## config.mk

```make
export PLATFORM = sky130hd
export DESIGN_NAME = rtch_front
export DESIGN_NICKNAME = d
export VERILOG_FILES = /design/src/ray_triangle_closest_hit_top_defines.svh /design/src/rtch_pkg.sv /design/src/rtch_front.sv
export SDC_FILE = /design/constraint.sdc
export NUM_CORES = 1
export LEC_CHECK = 0
export ABC_AREA = 1
export BUFFER_PORTS_ARGS = -buffer_cell sky130_fd_sc_hd__buf_2
export CAP_MARGIN = 25
export CORE_MARGIN = 3
export CORE_UTILIZATION = 41
export DETAILED_ROUTE_END_ITERATION = 10
export PLACE_DENSITY = 0.69
export SLEW_MARGIN = 20
export SYNTH_ARGS = -nofsm -noshare
export SYNTH_HDL_FRONTEND = slang
export SYNTH_SLANG_ARGS = --single-unit
```

## constraint.sdc

```tcl
create_clock -name clk -period 23.4 [get_ports clk]
set_input_delay 1.17 -clock clk [delete_from_list [all_inputs] [get_ports clk]]
set_output_delay 1.17 -clock clk [all_outputs]
set_load 0.01 [all_outputs]
```

## src/ray_triangle_closest_hit_top_defines.svh

```systemverilog
// Assertion macros for the ray/triangle closest-hit block.
`ifndef RAY_TRIANGLE_CLOSEST_HIT_TOP_DEFINES_SVH
`define RAY_TRIANGLE_CLOSEST_HIT_TOP_DEFINES_SVH
`ifndef ASSERT_OFF
`define RTC_ASSERT_IMP(label, clk, rst_n, ante, cons, msg) \
	label: assert property (@(posedge clk) disable iff (!rst_n) (ante) |-> (cons)) \
		else $error(msg);
`define RTC_ASSERT_NXT(label, clk, rst_n, ante, cons, msg) \
	label: assert property (@(posedge clk) disable iff (!rst_n) (ante) |=> (cons)) \
		else $error(msg);
`else
`define RTC_ASSERT_IMP(label, clk, rst_n, ante, cons, msg)
`define RTC_ASSERT_NXT(label, clk, rst_n, ante, cons, msg)
`endif
`endif

```

## src/rtch_pkg.sv

```systemverilog
// Shared types and constants of the ray/triangle closest-hit block.
`default_nettype none
package rtch_pkg;
	localparam int DIST_W = 31;
	localparam int OUT_TAG_W = 16;
	localparam int NREG = 6;
	localparam logic [2:0] REG_OX = 3'd0;
	localparam logic [2:0] REG_OY = 3'd1;
	localparam logic [2:0] REG_OZ = 3'd2;
	localparam logic [2:0] REG_DX = 3'd3;
	localparam logic [2:0] REG_DY = 3'd4;
	localparam logic [2:0] REG_DZ = 3'd5;
endpackage
`default_nettype wire

```

## src/rtch_front.sv

```systemverilog
// Front end: capture a triangle request and stage it toward the queue.
`default_nettype none
module rtch_front #(
	parameter int W = 32,
	parameter int TW = 16
) (
	input  wire logic              clk,
	input  wire logic              arst_n,
	input  wire logic              in_valid,
	output logic                   in_ready,
	input  wire logic [9*W+TW:0]   in_item,
	output logic                   q_valid,
	input  wire logic              q_ready,
	output logic [9*W+TW:0]        q_item
);
	import rtch_pkg::*;
	localparam int DEPTH = 2;
	logic [9*W+TW:0] mem_q [DEPTH];
	logic            wp_q, rp_q;
	logic [1:0]      cnt_q;
	logic            push, pop;

	assign in_ready = (cnt_q != 2'(DEPTH));
	assign q_valid  = (cnt_q != 2'd0);
	assign q_item   = mem_q[rp_q];
	assign push     = in_valid && in_ready;
	assign pop      = q_valid && q_ready;

	always_ff @(posedge clk) begin
		if (push) begin
			mem_q[wp_q] <= in_item;
		end
	end

	always_ff @(posedge clk or negedge arst_n) begin
		if (!arst_n) begin
			wp_q <= 1'b0;
			rp_q <= 1'b0;
			cnt_q <= 2'd0;
		end else begin
			if (push) wp_q <= ~wp_q;
			if (pop) rp_q <= ~rp_q;
			cnt_q <= cnt_q + 2'(push) - 2'(pop);
		end
	end
endmodule
`default_nettype wire

```

==> reports/qor.txt, run 1 <==
outcome: finished, final reports clean
final worst slack: 18,160 ps
Inserted Clock Buffers: 60
I/O pins: 616
Buffers on Ports: 615
max_slew headroom: 33.2%
Die X-Extent: 240 µm
Final nets: 2,559
most frequent cells in the layout: nand2_1, buf_2, edfxtp_1
Syn Std Cell Area: 0.0225 mm²
Gate Count Post-Synth: 1,624
row cnt: 85
Seq/Total Area, Yosys: 81.8%
register share of total power: 43.6%
final wirelength: 57.3 mm
Synth Register Bits: 614
Hold Violations, Final: 0
antenna violations before repair: 18
worst endpoint data arrival time: 4070 ps
total negative slack: 0 ps
final antenna-violating net count: 0
Die ar.: 0.0577 mm²
RSZ-0062 raised after global routing: false
setup bufs post-CTS: 0
sw frac: 34.8%
worst min path class: in2async
Worst setup EP type: output port
Syn-to-layout area delta: 24.5%
Mapped Avg Cell Area: 13.9 µm²
Initial DRC Count: 1,106
Worst-Margin Slew: 1000 ps
Final Power: 3.62 mW
skew final: 15.4 ps
leak pwr: 12.0 nW
RePlAce Congestion: 0.889
Via Count: 14,491
largest net degree at the start of global routing: 159
Psw: 1.26 mW
clk sink count: 614
core area: 0.0540 mm²
Pwr per Cell Area: 129 mW/mm²
CP Max Fanout: 158
Initial Util: 41.7%
Final Cell Area: 0.0280 mm²
router iterations before antenna repair: 5
fin util: 51.9%
depth of the CTS H-tree: 2
CTS clk-pin slew, worst paths: 60 ps
Slew Viols, Final: 0
FMAX: 191 MHz
commonest non-fill, non-tap cell in the layout: nand2_1
Cell variety after synth: 12
grt ovf: 0
via/cell ratio: 4.81
Clk pwr share: 25.3%
CP startpoint kind: register
HPWL Detailed: 39.3 mm
slowest stage cell, crit path: buf_4
Post-CTS Resized: 0
Max IR drop VDD: 0.000135 V
Clock Latency Late Sink: 600 ps
YS warnings: 0
Post-route DRC: 0
Worst Path Required: 22,230 ps
dpl cell area: 0.0261 mm²
first-pass GRT wire length: 81.5 mm
# setup viols final: 0
vias in the first global route: 14,005
max cap viols: 0
die height: 240 µm
hold buffer count at CTS: 0
Min Clock Period, post-route: 5240 ps
layout cells sized above 1: 31.2%
fin crit share: 22.4%
clock buffer depth: 3
GRT Util Overall: 18.7%
Cell Chain, Critical Path: inv_8 -> buf_4 -> buf_4 -> nand2_1 -> nand2_1 -> buf_2
root buffer selected by CTS: clkbuf_16
post-synthesis net count: 1,935
critical path class: reg2out
WL per Instance: 19.0 µm
combinational cell fraction of total power: 31.1%
Int Power: 2.36 mW
Max stage delay on crit path: 760 ps
pre-CTS setup slack: 18,740 ps
Fillers: 4,597
CTS tree: yes
==> cells in the mapped netlist (all sizes together) <==
cell type / number / share of area, %
ha: 2 / 0.11
dfrtp: 4 / 0.44
nand2: 928 / 15
nand3: 3 / 0.067
edfxtp: 610 / 81
buf: 62 / 2.3
clkbuf: 5 / 0.083
inv: 9 / 0.16
nor2: 1 / 0.017
==> final timing paths <==
kind	end	from	slack, ps	cells after the start
min	cnt_q[1]	arst_n	380	1
min reg2reg	wp_q	wp_q	490	2
max in group asynchronous	rp_q	arst_n	22870	1
min in group clk	wp_q	wp_q	490	2
max reg2reg	mem_q[0][204]	cnt_q[1]	20070	5
max	q_item[169]	rp_q	18160	6
==> per-layer routing <==
metal,vias up,wire length (µm),GRT usage (%)
met3,141,5200,5.83
met1,6959,21800,22.7
li1,6771,-,-
met5,-,53,0
met2,610,28200,31.1
met4,10,2140,7.74
==> sequential cells by signal, summed over array words and instances (netlist names) <==
register / cells
cnt_q: 2
mem_q: 610
rp_q: 1
wp_q: 1
==> kinds of logic (layout without fill, tap and decap cells) <==
logic type | Yosys count | after routing | synth area share [%]
buffers and inverters | 76 | 750 | 2.51
other | 0 | 18 | 0
adders and majority gates | 2 | 2 | 0.111
DFF | 614 | 614 | 81.8
and+or+nand+nor | 932 | 932 | 15.6
==> cell type report <==
| class | count | area [µm²] | area share [%] |
|---|---|---|---|
| repair buffers | 629 | 3220 | 11.5 |
| flip-flops and latches | 614 | 18400 | 65.7 |
| clock inverters | 28 | 210 | 0.750 |
| inverters | 9 | 48.8 | 0.174 |
| well taps | 696 | 871 | 3.11 |
| multi-input cells | 934 | 3530 | 12.6 |
| diodes | 18 | 45.0 | 0.161 |
| clock buffers | 84 | 1670 | 5.97 |
==> critical path, delay by kind of cell (launching register included) <==
| family | cells | cell delay [ps] |
|---|---|---|
| buf+inv | 4 | 2260 |
| flops | 1 | 750 |
| simple gates | 2 | 270 |
==> stage by stage <==
stage | hold WS [ps] | instances
3_5_place_dp | 474 | 2881
4_1_cts | 336 | 2993
3_3_place_gp | 454 | 2880
5_1_grt | 346 | 3006
6_report | 377 | 3012
2_1_floorplan | 442 | 1624
==> power groups by stage <==
stage / Sequential, mW / Combinational (mW) / Clock [mW]
final: 1.58 / 1.13 / 0.917
after global routing: 1.60 / 1.24 / 0.981
after CTS: 1.58 / 1.14 / 0.939
after detailed placement: 1.60 / 1.13 / 0
after global placement: 1.60 / 1.12 / 0
after floorplan: 1.67 / 0.685 / 0
Note: power is estimated with default switching activity, not from simulation.
==> run 2: changes to the inputs <==
--- a/config.mk
+++ b/config.mk
@@ -11,7 +11,7 @@
 export CORE_MARGIN = 3
 export CORE_UTILIZATION = 41
 export DETAILED_ROUTE_END_ITERATION = 10
-export PLACE_DENSITY = 0.69
+export PLACE_DENSITY = 0.71
 export SLEW_MARGIN = 20
 export SYNTH_ARGS = -nofsm -noshare
 export SYNTH_HDL_FRONTEND = slang
==> constraint.sdc (replaced) <==
create_clock -name clk -period 4.5 [get_ports clk]
set_input_delay 0.225 -clock clk [delete_from_list [all_inputs] [get_ports clk]]
set_output_delay 0.225 -clock clk [all_outputs]
set_load 0.01 [all_outputs]
==> reports/qor.txt, run 2 (same netlist as run 1, synthesis figures left out) <==
skew final: 28.0 ps (was 15.4 ps)
Final Power: 19.9 mW (was 3.62 mW)
depth of the CTS H-tree: 2 (unchanged)
final wirelength: 63.3 mm (was 57.3 mm)
FMAX: 321 MHz
FF-to-FF End: mem_q[0][165] (was mem_q[0][204])
grt ovf: 0 (unchanged)
Die X-Extent: 240 µm (unchanged)
cell count after placement: 2,880 (was 2,881)
first-pass GRT wire length: 92.3 mm (was 81.5 mm)
Hold Violations, Final: 0 (unchanged)
vias in the first global route: 16,391 (was 14,005)
Worst-Margin Slew: 1040 ps (was 1000 ps)
commonest non-fill, non-tap cell in the layout: nand2_1 (unchanged)
# setup viols final: 0 (unchanged)
clk sink count: 614 (unchanged)
WL per Instance: 19.1 µm (was 19.0 µm)
row cnt: 85 (unchanged)
Post-route DRC: 0 (unchanged)
sw frac: 34.6% (was 34.8%)
Int Power: 13.0 mW (was 2.36 mW)
Initial DRC Count: 1,095 (was 1,106)
Via Count: 16,160 (was 14,491)
largest net degree at the start of global routing: 197 (was 159)
Largest register FFs: 610 (unchanged)
Pwr per Cell Area: 633 mW/mm² (was 129 mW/mm²)
HPWL Detailed: 37.6 mm (was 39.3 mm)
worst endpoint data arrival time: 2890 ps (was 4070 ps)
critical path class: reg2out (unchanged)
Max stage delay on crit path: 600 ps (was 760 ps)
via/cell ratio: 4.88 (was 4.81)
antenna violations before repair: 11 (was 18)
RSZ-0062 raised after global routing: false (unchanged)
max_slew headroom: 30.4% (was 33.2%)
Inserted Clock Buffers: 61 (was 60)
layout cells sized above 1: 28.0% (was 31.2%)
Biggest register: mem_q (unchanged)
setup bufs post-CTS: 0 (unchanged)
root buffer selected by CTS: clkbuf_16 (unchanged)
pre-CTS setup slack: 2120 ps (was 18,740 ps)
CP Depth: 5 (was 6)
router iterations before antenna repair: 5 (unchanged)
outcome: finished, final reports clean (unchanged)
die height: 240 µm (unchanged)
final worst slack: 1390 ps (was 18,160 ps)
fin cells: 3,311 (was 3,012)
core area: 0.0540 mm² (unchanged)
most frequent CP cell: nand2_1
Buffers on Ports: 615 (unchanged)
Psw: 6.88 mW (was 1.26 mW)
Initial Util: 41.7% (unchanged)
Final nets: 2,868 (was 2,559)
top flop regs: mem_q (610), cnt_q (2) (unchanged)
R2R Setup Slk: 2190 ps (was 20,070 ps)
Worst setup EP type: output port (unchanged)
final antenna-violating net count: 0 (unchanged)
crit-path leading delay family: buffers and inverters (unchanged)
CTS tree: yes (unchanged)
leak pwr: 13.4 nW (was 12.0 nW)
worst reg2reg startpoint: cnt_q[0] (was cnt_q[1])
Die ar.: 0.0577 mm² (unchanged)
clock buffer depth: 3 (unchanged)
combinational cell fraction of total power: 32.1% (was 31.1%)
slowest stage cell, crit path: dfrtp_4 (was buf_4)
GRT Util Overall: 20.8% (was 18.7%)
Post-CTS Resized: 0 (unchanged)
Worst Reg2Reg Path Length in Cells: 5 (unchanged)
CTS clk-pin slew, worst paths: 60 ps (about the same)
worst min path class: in2reg (was in2async)
CP endpoint: q_item[211] (was q_item[169])
Bufs and invs on worst path: 3 (was 4)
critical path launch point: rp_q (unchanged)
CP startpoint kind: register (unchanged)
Max IR drop VDD: 0.000489 V (was 0.000135 V)
Clk pwr share: 26.9% (was 25.3%)
Min Clock Period, post-route: 3110 ps
Cell Chain, Critical Path: inv_8 -> buf_4 -> nand2_1 -> nand2_1 -> buf_2 (was inv_8 -> buf_4 -> buf_4 -> nand2_1 -> nand2_1 -> buf_2)
CP Max Fanout: 125 (was 158)
Worst Path Required: 4280 ps (was 22,230 ps)
Syn-to-layout area delta: 39.5% (was 24.5%)
RePlAce Congestion: 0.869 (was 0.889)
most frequent cells in the layout: nand2_1, buf_2, edfxtp_1 (unchanged)
I/O pins: 616 (unchanged)
Clock Latency Late Sink: 620 ps (was 600 ps)
register share of total power: 41.0% (was 43.6%)
Slew Viols, Final: 0 (unchanged)
max cap viols: 0 (unchanged)
fin crit share: 69.2%
-- run 2: metal layers --
metal	up-vias	GRT usage [%]	share of wire [%]
met1	7758	23.0	35
li1	7387	-	-
met2	817	37.1	52
met4	4	10.4	5.1
met3	194	5.53	8.7
met5	-	0	0.022
-- run 2: worst min-delay path by stage --
| stage | start | endpoint | slack (ps) | depth (start not counted) |
|---|---|---|---|---|
| 2_1_floorplan | arst_n | cnt_q[0] | -70 | 0 |
| 3_3_place_gp | arst_n | rp_q | 50 | 1 |
| 3_5_place_dp | arst_n | wp_q | 50 | 1 |
| 4_1_cts | in_item[7] | mem_q[0][7] | 280 | 2 |
| 5_1_grt | in_item[10] | mem_q[0][10] | 300 | 2 |
| 6_report | in_item[10] | mem_q[0][10] | 330 | 2 |
-- run 2: area by class of cell --
class	count	area [µm²]
well taps	696	871
clock inverters	44	553
multi-input cells	934	3560
fillers	3978	22600
repair buffers	937	6380
flip-flops and latches	614	18400
inverters	9	45.0
diodes	10	25.0
clock buffers	67	1550
-- run 2: power by group through the flow --
stage	clock [mW]	sequential, mW	combinational (mW)
detailed placement	0	8.24	6.00
global placement	0	8.20	5.93
CTS	5.44	8.13	6.27
global route	5.67	8.25	6.91
floorplan	0	8.36	3.59
finish	5.34	8.15	6.37
-- run 2: what timing repair did --
action | CTS | global route
endpoints found under the setup margin | 0 | 0
hold buffers | 309 | 0
hold endpoints to repair | 616 | 0
-- run 2: through the flow --
stage                     hold slack [ps]  instance area [µm²]  utilization, %  TNS (ps)
after floorplan                     -70.6                22500               -   -636730
after global placement               48.2                26200            48.4         0
after detailed placement             50.4                26200            48.4         0
after CTS                             276                31300            58.0         0
after global routing                  295                31400            58.1         0
final                                 330                31400            58.1         0
==> run 3: changes to the inputs <==
--- a/config.mk
+++ b/config.mk
@@ -5,7 +5,7 @@
 export SDC_FILE = /design/constraint.sdc
 export NUM_CORES = 1
 export LEC_CHECK = 0
-export ABC_AREA = 1
+export ABC_AREA = 0
 export BUFFER_PORTS_ARGS = -buffer_cell sky130_fd_sc_hd__buf_2
 export CAP_MARGIN = 25
 export CORE_MARGIN = 3
==> constraint.sdc (replaced) <==
create_clock -name clk -period 2.8 [get_ports clk]
set_input_delay 0.14 -clock clk [delete_from_list [all_inputs] [get_ports clk]]
set_output_delay 0.14 -clock clk [all_outputs]
set_load 0.01 [all_outputs]
==> reports/qor.txt, run 3 <==
fin util: 58.3% (was 58.1%)
largest net degree at the start of global routing: 81 (was 197)
setup bufs post-CTS: 0 (unchanged)
leading post-synthesis cells by cell area: edfxtp_1, mux2_4, mux2_2, buf_6, dfrtp_1 (was edfxtp_1, nand2_1, buf_6, buf_4, dfrtp_1)
CP startpoint kind: register (unchanged)
most common cell in the netlist: edfxtp_1 (was nand2_1)
Simple-Gate Fraction of Synth Area: 0.140% (was 15.6%)
leak pwr: 12.9 nW (was 13.4 nW)
fin crit share: 87.2%
Die X-Extent: 244 µm (was 240 µm)
xor/xnor share of the synthesized area: 0.151% (was 0%)
Worst Path Required: 2660 ps (was 4280 ps)
layout cells sized above 1: 52.3% (was 28.0%)
Largest register FFs: 610 (unchanged)
CP endpoint: q_item[99] (was q_item[211])
GRT Util Overall: 18.8% (was 20.8%)
top flop regs: mem_q (610), cnt_q (2) (unchanged)
Mapped Avg Cell Area: 24.0 µm² (was 13.9 µm²)
RSZ-0062 raised after global routing: false (unchanged)
Seq/Total Area, Yosys: 79.4% (was 81.8%)
worst min path class: in2reg (unchanged)
Initial DRC Count: 616 (was 1,095)
worst reg2reg startpoint: cnt_q[1] (was cnt_q[0])
multiplexer share of the synthesized area: 18.7% (was 0%)
HPWL Detailed: 37.5 mm (was 37.6 mm)
Slew Viols, Final: 0 (unchanged)
RePlAce Congestion: 0.832 (was 0.869)
core area: 0.0555 mm² (was 0.0540 mm²)
CP Max Fanout: 76 (was 125)
root buffer selected by CTS: clkbuf_16 (unchanged)
CTS clk-pin slew, worst paths: 60 ps (about the same)
Die ar.: 0.0595 mm² (was 0.0577 mm²)
Synth Register Bits: 614 (unchanged)
slowest stage cell, crit path: dfrtp_4 (unchanged)
post-synthesis net count: 1,277 (was 1,935)
FMAX: 410 MHz
Buffers on Ports: 615 (unchanged)
Hold Violations, Final: 0 (unchanged)
final worst slack: 360 ps (was 1390 ps)
Worst-Margin Slew: 717 ps (was 1040 ps)
most frequent cells in the layout: buf_2, edfxtp_1, dlygate4sd3_1 (was nand2_1, buf_2, edfxtp_1)
commonest non-fill, non-tap cell in the layout: buf_2 (was nand2_1)
top_reg_cell synth: edfxtp_1 (unchanged)
antenna violations before repair: 2 (was 11)
R2R Setup Slk: 890 ps (was 2190 ps)
first-pass GRT wire length: 85.6 mm (was 92.3 mm)
Compound-Gate Fraction of Synth Area: 0% (unchanged)
clock buffer depth: 3 (unchanged)
Worst Reg2Reg Path Length in Cells: 5 (unchanged)
synth cell count leaders: edfxtp_1, mux2_4, mux2_2, buf_6, buf_2 (was nand2_1, edfxtp_1, buf_6, buf_4, buf_2)
CTS tree: yes (unchanged)
skew final: 10.6 ps (was 28.0 ps)
YS warnings: 0 (unchanged)
Post-route DRC: 0 (unchanged)
router iterations before antenna repair: 5 (unchanged)
Max IR drop VDD: 0.000658 V (was 0.000489 V)
row cnt: 86 (was 85)
Cell Chain, Critical Path: buf_12 -> mux2_4 -> buf_2 (was inv_8 -> buf_4 -> nand2_1 -> nand2_1 -> buf_2)
Pwr per Cell Area: 978 mW/mm² (was 633 mW/mm²)
share of the synthesized area in the top cell type: 79.0% (was 81.4%)
WL per Instance: 20.6 µm (was 19.1 µm)
Worst setup EP type: output port (unchanged)
FF-to-FF End: mem_q[0][16] (was mem_q[0][165])
depth of the CTS H-tree: 2 (unchanged)
Post-synth ARST share: 0.651% (unchanged)
Min Clock Period, post-route: 2440 ps
pre-CTS setup slack: 892 ps (was 2120 ps)
via/cell ratio: 4.71 (was 4.88)
critical path launch point: rp_q (unchanged)
Biggest register: mem_q (unchanged)
grt ovf: 0 (unchanged)
Max stage delay on crit path: 560 ps (was 600 ps)
worst endpoint data arrival time: 2300 ps (was 2890 ps)
Cell variety after synth: 16 (was 12)
final wirelength: 56.6 mm (was 63.3 mm)
Post-synth EDFFs: 610 (unchanged)
Gate Count Post-Synth: 966 (was 1,624)
die height: 244 µm (was 240 µm)
Syn Std Cell Area: 0.0232 mm² (was 0.0225 mm²)
Clock Latency Late Sink: 600 ps (was 620 ps)
Via Count: 12,957 (was 16,160)
critical path class: reg2out (unchanged)
Final nets: 2,272 (was 2,868)
max_slew headroom: 52.2% (was 30.4%)
final antenna-violating net count: 0 (unchanged)
Syn-to-layout area delta: 39.4% (was 39.5%)
Initial Util: 41.8% (was 41.7%)
Inserted Clock Buffers: 61 (unchanged)
max cap viols: 0 (unchanged)
Post-Synth Adder-Cell Area: 0.108% (was 0.111%)
largest family of logic cells by synthesized area: multiplexers (was simple AND/OR/NAND/NOR gates)
vias in the first global route: 14,227 (was 16,391)
outcome: finished, final reports clean (unchanged)
I/O pins: 616 (unchanged)
clk sink count: 614 (unchanged)
# setup viols final: 0 (unchanged)
dominant cell type by area after synthesis: edfxtp_1 (unchanged)
-- run 3: changes by cell type in the layout (fill, tap and decap cells not counted), moves of 3 or more --
cell / before / now
inv_1: 6 / 1
clkbuf_1: 6 / 10
inv_6: 4 / 1
clkinv_2: 13 / 7
mux2_2: 0 / 65
buf_4: 5 / 27
nand2_1: 926 / 0
diode_2: 10 / 1
bufinv_16: 12 / 4
mux2_4: 0 / 240
buf_12: 7 / 15
xnor2_1: 0 / 3
-- run 3: routing by layer --
metal,track usage (%),routed length [µm]
met1,21.8,20600
met2,33.0,29400
met3,5.21,4600
met4,7.20,1990
met5,0,0
-- run 3: logic make-up after synthesis --
group / count (synthesis)
flip-flops: 614
adder cells (fa/ha/maj): 2
buffers and inverters: 35
AND/OR/NAND/NOR: 6
multiplexers: 305
XOR/XNOR: 4
-- run 3: layout make-up --
cell class                      count  area [µm²]
Fill cell                        4007       23200
Clock inverter                     29         248
Inverter                            1        3.75
Multi-Input combinational cell    317        4440
Tap cell                          748         936
Sequential cell                   614       18400
Clock buffer                       73        1610
Timing Repair Buffer              966        6670
Antenna cell                        1        2.50
-- run 3: how the worst min path moves through the flow --
stage               cells after the start    startpoint            end
CTS                                     2  in_item[157]  mem_q[0][157]
detailed placement                      1        arst_n       cnt_q[1]
global route                            2  in_item[119]  mem_q[0][119]
global placement                        1        arst_n       cnt_q[0]
floorplan                               0        arst_n       cnt_q[0]
finish                                  2  in_item[217]  mem_q[0][217]
-- run 3: critical path: cells and delay by family, from the launching register on --
family                 cells  cell delay, ps
flip-flops                 1             560
buffers and inverters      2             560
multiplexers               1             380
-- run 3: power breakdown --
group | leakage, nW | internal [mW] | switching, mW | total (mW)
Sequential | 5.71 | 12.6 | 0.557 | 13.1
Clock | 0.907 | 4.42 | 3.23 | 7.65
Combinational | 6.25 | 5.34 | 5.53 | 10.9
-- run 3: timing repair --
| item | 4_1_cts | 5_1_grt |
|---|---|---|
| hold buffers | 309 | 0 |
| gates resized for setup | 0 | 0 |
| hold endpoints to repair | 616 | 0 |
-- run 3: through the flow --
| step | hold slack, ps | area (µm²) | TNS, ps | power (mW) | cells |
|---|---|---|---|---|---|
| after global placement | -46.4 | 27400 | 0 | 23.6 | 2337 |
| after floorplan | -156 | 23200 | -1448350 | 20.3 | 966 |
| after detailed placement | -46.9 | 27400 | 0 | 23.8 | 2337 |
| after global routing | 229 | 32300 | 0 | 33.0 | 2749 |
| final | 262 | 32300 | 0 | 31.6 | 2749 |
| after CTS | 211 | 32300 | 0 | 31.8 | 2748 |
